## src/design/tcw_pkg.sv

```systemverilog
package tcw_pkg;

	localparam int DEF_ROWS    = 25;
	localparam int DEF_COLUMNS = 80;

	// Cursor widths cover the largest supported screen (32 rows, 128 columns)
	localparam int ROW_W  = 5;
	localparam int COL_W  = 7;
	localparam int CELL_W = 16;

	localparam logic [7:0] CHAR_SPACE     = 8'd32;
	localparam logic [7:0] CHAR_LAST      = 8'd126;
	localparam logic [7:0] CHAR_NEWLINE   = 8'd10;
	localparam logic [7:0] COLOR_RESET    = 8'd7;
	localparam logic [15:0] CELL_BLANK    = 16'h0720;

	typedef enum logic [1:0] {
		OP_PUT_CUR = 2'd0,
		OP_PUT_POS = 2'd1,
		OP_CLEAR   = 2'd2,
		OP_READ    = 2'd3
	} op_t;

	typedef enum logic [1:0] {
		ST_OK    = 2'd0,
		ST_RANGE = 2'd1,
		ST_CHAR  = 2'd2
	} status_t;

	typedef struct packed {
		op_t        op;
		logic [7:0] ch;
		logic [7:0] cell_color;
		logic [7:0] col;
		logic [7:0] row;
	} cmd_t;

	typedef struct packed {
		status_t     status;
		logic [6:0]  cursor_row;
		logic [6:0]  cursor_col;
		logic [15:0] cell_data;
	} result_t;

	typedef struct packed {
		logic [ROW_W-1:0] row;
		logic [COL_W-1:0] col;
		logic             scroll;
	} cur_step_t;

	function automatic logic is_printable(input logic [7:0] c);
		return (c >= CHAR_SPACE) && (c <= CHAR_LAST);
	endfunction

endpackage

```

## src/design/tcw_cursor.sv

```systemverilog
module tcw_cursor
	import tcw_pkg::*;
#(
	parameter int ROWS    = DEF_ROWS,
	parameter int COLUMNS = DEF_COLUMNS
) (
	input  logic [ROW_W-1:0] cur_row,
	input  logic [COL_W-1:0] cur_col,
	input  logic             newline,
	output cur_step_t        step
);

	logic row_adv;
	logic last_row;

	assign last_row = (cur_row == ROW_W'(ROWS - 1));
	assign row_adv  = newline || (cur_col == COL_W'(COLUMNS - 1));

	always_comb begin
		step.col    = row_adv ? '0 : cur_col + COL_W'(1);
		step.scroll = row_adv && last_row;
		// stay on the last row when scrolling
		if (row_adv && !last_row) begin
			step.row = cur_row + ROW_W'(1);
		end else begin
			step.row = cur_row;
		end
	end

endmodule

```

## config.mk

```make
export PLATFORM = sky130hd
export DESIGN_NAME = tcw_cursor
export DESIGN_NICKNAME = d
export VERILOG_FILES = /design/src/design/tcw_pkg.sv /design/src/design/tcw_cursor.sv
export SDC_FILE = /design/constraint.sdc
export NUM_CORES = 1
export LEC_CHECK = 0
export BUFFER_PORTS_ARGS = -buffer_cell sky130_fd_sc_hd__buf_2
export CAP_MARGIN = 0
export CORE_AREA = 2 2 39 41
export DETAILED_ROUTE_END_ITERATION = 6
export DIE_AREA = 0 0 41 43
export GPL_TIMING_DRIVEN = 0
export PLACE_DENSITY = 0.66
export REMOVE_ABC_BUFFERS = 1
export SYNTH_ARGS = -nofsm -noshare
export SYNTH_HDL_FRONTEND = slang
export SYNTH_SLANG_ARGS = --single-unit
```

## constraint.sdc

```tcl
create_clock -name vclk -period 1.4
set_clock_uncertainty 0.2 [all_clocks]
set_input_delay 0 -clock vclk [all_inputs]
set_output_delay 0 -clock vclk [all_outputs]
set_load 0.01 [all_outputs]
```

==> results.cfg, run 1 <==
[logic_synthesis]
number_of_different_library_cells_in_the_post_synthesis_netlist = 34
synth_fa_ha_area_frac = 0.0917
yosys-top-cells-count = 8 x nor2_1, 5 x nand2_1, 4 x inv_1
syn_area_um2 = 409
syn_area_per_cell_um2 = 6.82
post_synth_xor_area_fraction = 0.0642
synth_top_area_cell = ha_1
post_synth_main_area_contributors = ha_1 9.2%, nor2_1 7.3%, nand2_1 4.6%, a211o_1 4.3%, xnor2_1 4.3%
yosysMostFrequentCell = nor2_1
yosys_warnings = 0
ys_seq_area_frac = 0
combinational_family_with_the_most_area_after_synthesis = simple AND/OR/NAND/NOR gates
synthCells = 60
synth.mux.area_fraction = 0.0642
post_synth_and_or_nand_nor_area_fraction = 0.428
synth-compound-area-share = 0.278
post-synth-top-area-fraction = 0.0917

[placement]
post-dp-hpwl_um = 892
finalWeightedCongestion = 0.712
placed_area_um2 = 544
placedCellCount = 100
dp_slack_ps = -19.4
placement.io_buffers = 26

[finish]
antenna_cells_inserted = 0
fin_area_um2 = 572
finish.utilization = 0.413
layout_overhead_on_the_synthesized_area_pct = 39.8
final-seq-area_um2 = 0
fin_cells = 101
final_layout_size_suffix_gt1_frac = 0.447
sequential_cell_total = 0
num-nets-final = 103
clock_buffer_count = 0

[floorplanning]
num_io_pins = 26
fp.dieH_um = 43
initial_core_util = 0.296
die-width_um = 41
core_area_um2 = 1380
row_count = 14
die_area_um2 = 1760

[min_path]
holdPathStages = 3
hp_start = cur_col[0]
timing.hold.worst_endpoint = step[1]
min_path_type = in -> out

[worst_setup_path]
endpoint_kind = primary output
crit_path_max_fanout = 5
cp-startpoint = cur_col[0]
crit_path_required_time_ps = 1200
element_type_at_the_critical_path_start = input pin
critical_path_arrival_ps = 1130
path_class = in -> out

[timing]
slew_viol_final = 0
worst_pin_slew_ps = 292
report.final.hold_viol_count = 0
share_of_the_clock_period_used_by_the_worst_path_after_layout = 0.952
fmaxAchievable_ghz = 0.750
timing.max_slew.rel_slack = 0.804
setup_tns_ps = 0
finalSetupViolations = 0
setup_slack_ps = 66.7
fin_hold_ws_ps = 81.4
fin_crit_ps = 1330

[grt]
global_route.overflow_total = 0
groute.usage.overall = 0.125
grt_start_max_net_pins = 11
first_pass_grt_wire_length_um = 1670
grt_pass1_vias = 450
initial_antenna_violation_count = 0

[detailed_routing]
routed_wire_length_per_instance_um = 11.1
via_per_inst = 5.25
detail_route.first_pass.iterations = 4
detailroute.via_count = 530
drcViolationCount = 0
drt_wl_total_um = 1120
antenna_violating_nets_remaining = 0
initial_drc_count = 15

[job]
max_cap_violations = 0

[power_and_ir_drop]
design_power_total_uw = 162
p_leak_nw = 0.277
total_power_per_unit_cell_area_nw_per_um2 = 283
power.ir.vdd_worst_mv = 0.0858

[status]
status = complete, no violations
[worst max-delay path by stage]
stage                     to  cells after the start  slack (ps)
CTS                 step[10]                      6          50
global route        step[10]                      6          -5
global placement    step[10]                      6        -0.9
finish               step[9]                      7          70
floorplan           step[12]                      4         280
detailed placement  step[10]                      6         -20
[area by class of cell]
class,instances,area [µm²]
timing repair buffer,27,138
inverter,4,15.0
multi-input combinational,54,399
fill,148,812
tap,16,20.0
[placed cells by master (no fill, tap or decap), types with 2 or more instances in the layout]
| cell type | netlist | final |
|---|---|---|
| nor2b_1 | 2 | 2 |
| nand2_1 | 5 | 5 |
| xnor2_1 | 2 | 2 |
| o211ai_1 | 2 | 2 |
| ha_2 | 0 | 2 |
| a21oi_1 | 2 | 2 |
| or2_2 | 2 | 2 |
| o21ai_0 | 3 | 3 |
| nand3_1 | 3 | 3 |
| nor2_1 | 8 | 8 |
| a211o_1 | 2 | 2 |
| inv_1 | 4 | 4 |
| buf_2 | 0 | 26 |
[what timing repair did]
action / CTS / global route
hold buffers: 0 / 0
resized for setup: 2 / 2
pin swaps: 2 / 1
setup buffers: 0 / 1
setup endpoints to repair: 1 / 1
hold endpoints to repair: 0 / 0
[logic make-up after synthesis]
| kind of cell | Yosys count |
|---|---|
| AO/OA/AOI/OAI | 16 |
| XOR/XNOR | 3 |
| adder cells (fa/ha/maj) | 3 |
| buffers and inverters | 6 |
| multiplexers | 2 |
| AND/OR/NAND/NOR | 30 |
[report_power, final]
group	leakage [nW]	total [mW]	internal, mW	switching [mW]
Combinational	0.277	0.162	0.0749	0.0867
Clock	0	0	0	0
Sequential	0	0	0	0
Total	0.277	0.162	0.0749	0.0867
[layer usage]
layer | global-route usage | routed length [µm]
met5 | 0 | 0
met2 | 0.228 | 521
met1 | 0.165 | 520
met3 | 0 | 81
met4 | 0 | 0
[worst max-delay path, stage by stage]
cell      delay (ps)
buf_2            120
ha_2             210
and3_4           170
buf_4            140
a211o_1          260
o211ai_1          80
buf_2            150
(Power assumes the default switching activity.)
==> inputs of run 2 (changes only) <==
--- a/config.mk
+++ b/config.mk
@@ -11,7 +11,6 @@
 export DETAILED_ROUTE_END_ITERATION = 6
 export DIE_AREA = 0 0 41 43
 export GPL_TIMING_DRIVEN = 0
-export PLACE_DENSITY = 0.66
 export REMOVE_ABC_BUFFERS = 1
 export SYNTH_ARGS = -nofsm -noshare
 export SYNTH_HDL_FRONTEND = slang
==> run 2 against run 1 <==
  * Non-clock buffer count shrank 1
  * Highest routed layer unchanged
  * Final area down 1.8%
  * Wire length fell by 2.2%
  * Power is 1.4% lower
  * Global-route usage grew 0.20 points
  * Critical endpoint is now step[10]
  * Critical path type unchanged
  * First-iteration DRC count decreased by 87%
==> results.cfg, run 2 (same netlist as run 1, synthesis figures left out) <==
[worst_setup_path]
path_class = in -> out
cpMaxStageDelayCell = mux2_4
critical_path_s_top_delay_family = multiplexers
element_type_at_the_critical_path_start = input pin
crit_path_max_fanout = 6
endpoint_kind = primary output
critical_path_arrival_ps = 1140
worstPathBufferInverterCount = 2
most_frequent_cell_on_the_critical_path = buf_2
max_stage_delay_ps = 290
crit_path_required_time_ps = 1200
cp_cell_sequence = buf_2 -> ha_2 -> and3_4 -> a22o_1 -> mux2_4 -> buf_2

[detailed_routing]
via_per_inst = 5.24
detailroute.via_count = 524
wire_length_on_met1_um = 513
drcViolationCount = 0
initial_drc_count = 2
detail_route.first_pass.iterations = 4
antenna_violating_nets_remaining = 0
top_layer_used = met3
routed_wire_length_per_instance_um = 11.0
met3_routed_length_um = 62
wl_met2_um = 522
drt_wl_total_um = 1100

[timing]
fin_crit_ps = 1340
rsz0062_at_grt = no
fmaxAchievable_ghz = 0.747
slew_viol_final = 0
report.final.hold_viol_count = 0
share_of_the_clock_period_used_by_the_worst_path_after_layout = 0.956
timing.max_slew.rel_slack = 0.805
worst_pin_slew_ps = 291
setup_slack_ps = 61.1
finalSetupViolations = 0

[floorplanning]
initial_core_util = 0.296
row_count = 14
die_area_um2 = 1760
die-width_um = 41
num_io_pins = 26
fp.dieH_um = 43
core_area_um2 = 1380

[finish]
final_layout_size_suffix_gt1_frac = 0.429
layout_common_cells = 26 x buf_2, 8 x nor2_1, 5 x nand2_1
num-nets-final = 102
sequential_cell_total = 0
antenna_cells_inserted = 0
fin_cells = 100
final-seq-area_um2 = 0
layout_overhead_on_the_synthesized_area_pct = 37.3
clock_buffer_count = 0
mostFrequentLayoutCell = buf_2
finish.utilization = 0.406

[grt]
global_route.overflow_total = 0
grt_start_max_net_pins = 11
first_pass_grt_wire_length_um = 1700
groute.usage.overall = 0.127
initial_antenna_violation_count = 0
grt_pass1_vias = 435

[clock_tree]
post_cts_hold_buffer_count = 0

[placement]
post-dp-hpwl_um = 885
dp_slack_ps = -5.81
finalWeightedCongestion = 0.767
placement.io_buffers = 26
placedCellCount = 100

[job]
max_cap_violations = 0

[status]
status = complete, no violations

[min_path]
hp_start = cur_col[0]
holdPathStages = 3
min_path_type = in -> out
timing.hold.worst_endpoint = step[1]

[power_and_ir_drop]
power.ir.vdd_worst_mv = 0.0973
total_power_per_unit_cell_area_nw_per_um2 = 284
p_leak_nw = 0.273
design_power_total_uw = 159
run 2: cell count changes in the layout (fill, tap and decap cells not counted), sizes merged:
cell / change
buf: -1
run 2: cell type report:
class	instances	area, µm²
multi-input cells	54	397
fillers	148	822
well taps	16	20.0
repair buffers	26	130
inverters	4	15.0
run 2: how the worst max path moves through the flow:
stage	cells past startpoint	slack, ps	startpoint	endpoint
after detailed placement	6	-6	cur_row[0]	step[10]
after floorplan	4	280	cur_col[0]	step[12]
final	6	60	cur_col[0]	step[10]
after global placement	6	-7	cur_row[0]	step[10]
after global routing	6	3	cur_row[0]	step[10]
after CTS	6	3	cur_col[0]	step[10]
run 2: worst min-delay path, cell delays in order:
cell and delay [ps]:
buf_2 100, nor2_1 40, buf_2 130
run 2: where the power goes:
group / leakage, nW / internal, mW / switching, mW
sequential: 0 / 0 / 0
combinational: 0.273 / 0.0735 / 0.0858
clock: 0 / 0 / 0
run 2: per-layer routing:
metal | up-vias | track usage
li1 | 269 | -
met1 | 242 | 0.180
met2 | 13 | 0.219
met3 | 0 | 0
met4 | 0 | 0
met5 | - | 0
run 2: timing repair:
item / 4_1_cts / 5_1_grt
pin swaps: 2 / 0
setup endpoints to repair: 1 / 3
buffers inserted: 0 / 0
resized for setup: 1 / 2
endpoints found under the hold margin: 0 / 0
run 2: through the flow:
stage | hold WS, ps | setup TNS, ps | cell area (µm²)
global route | 80.6 | 0 | 562
global placement | 68.4 | -7.39 | 544
detailed placement | 67.2 | -5.81 | 544
floorplan | -152 | 0 | 394
CTS | 68.4 | 0 | 551
finish | 70.6 | 0 | 562
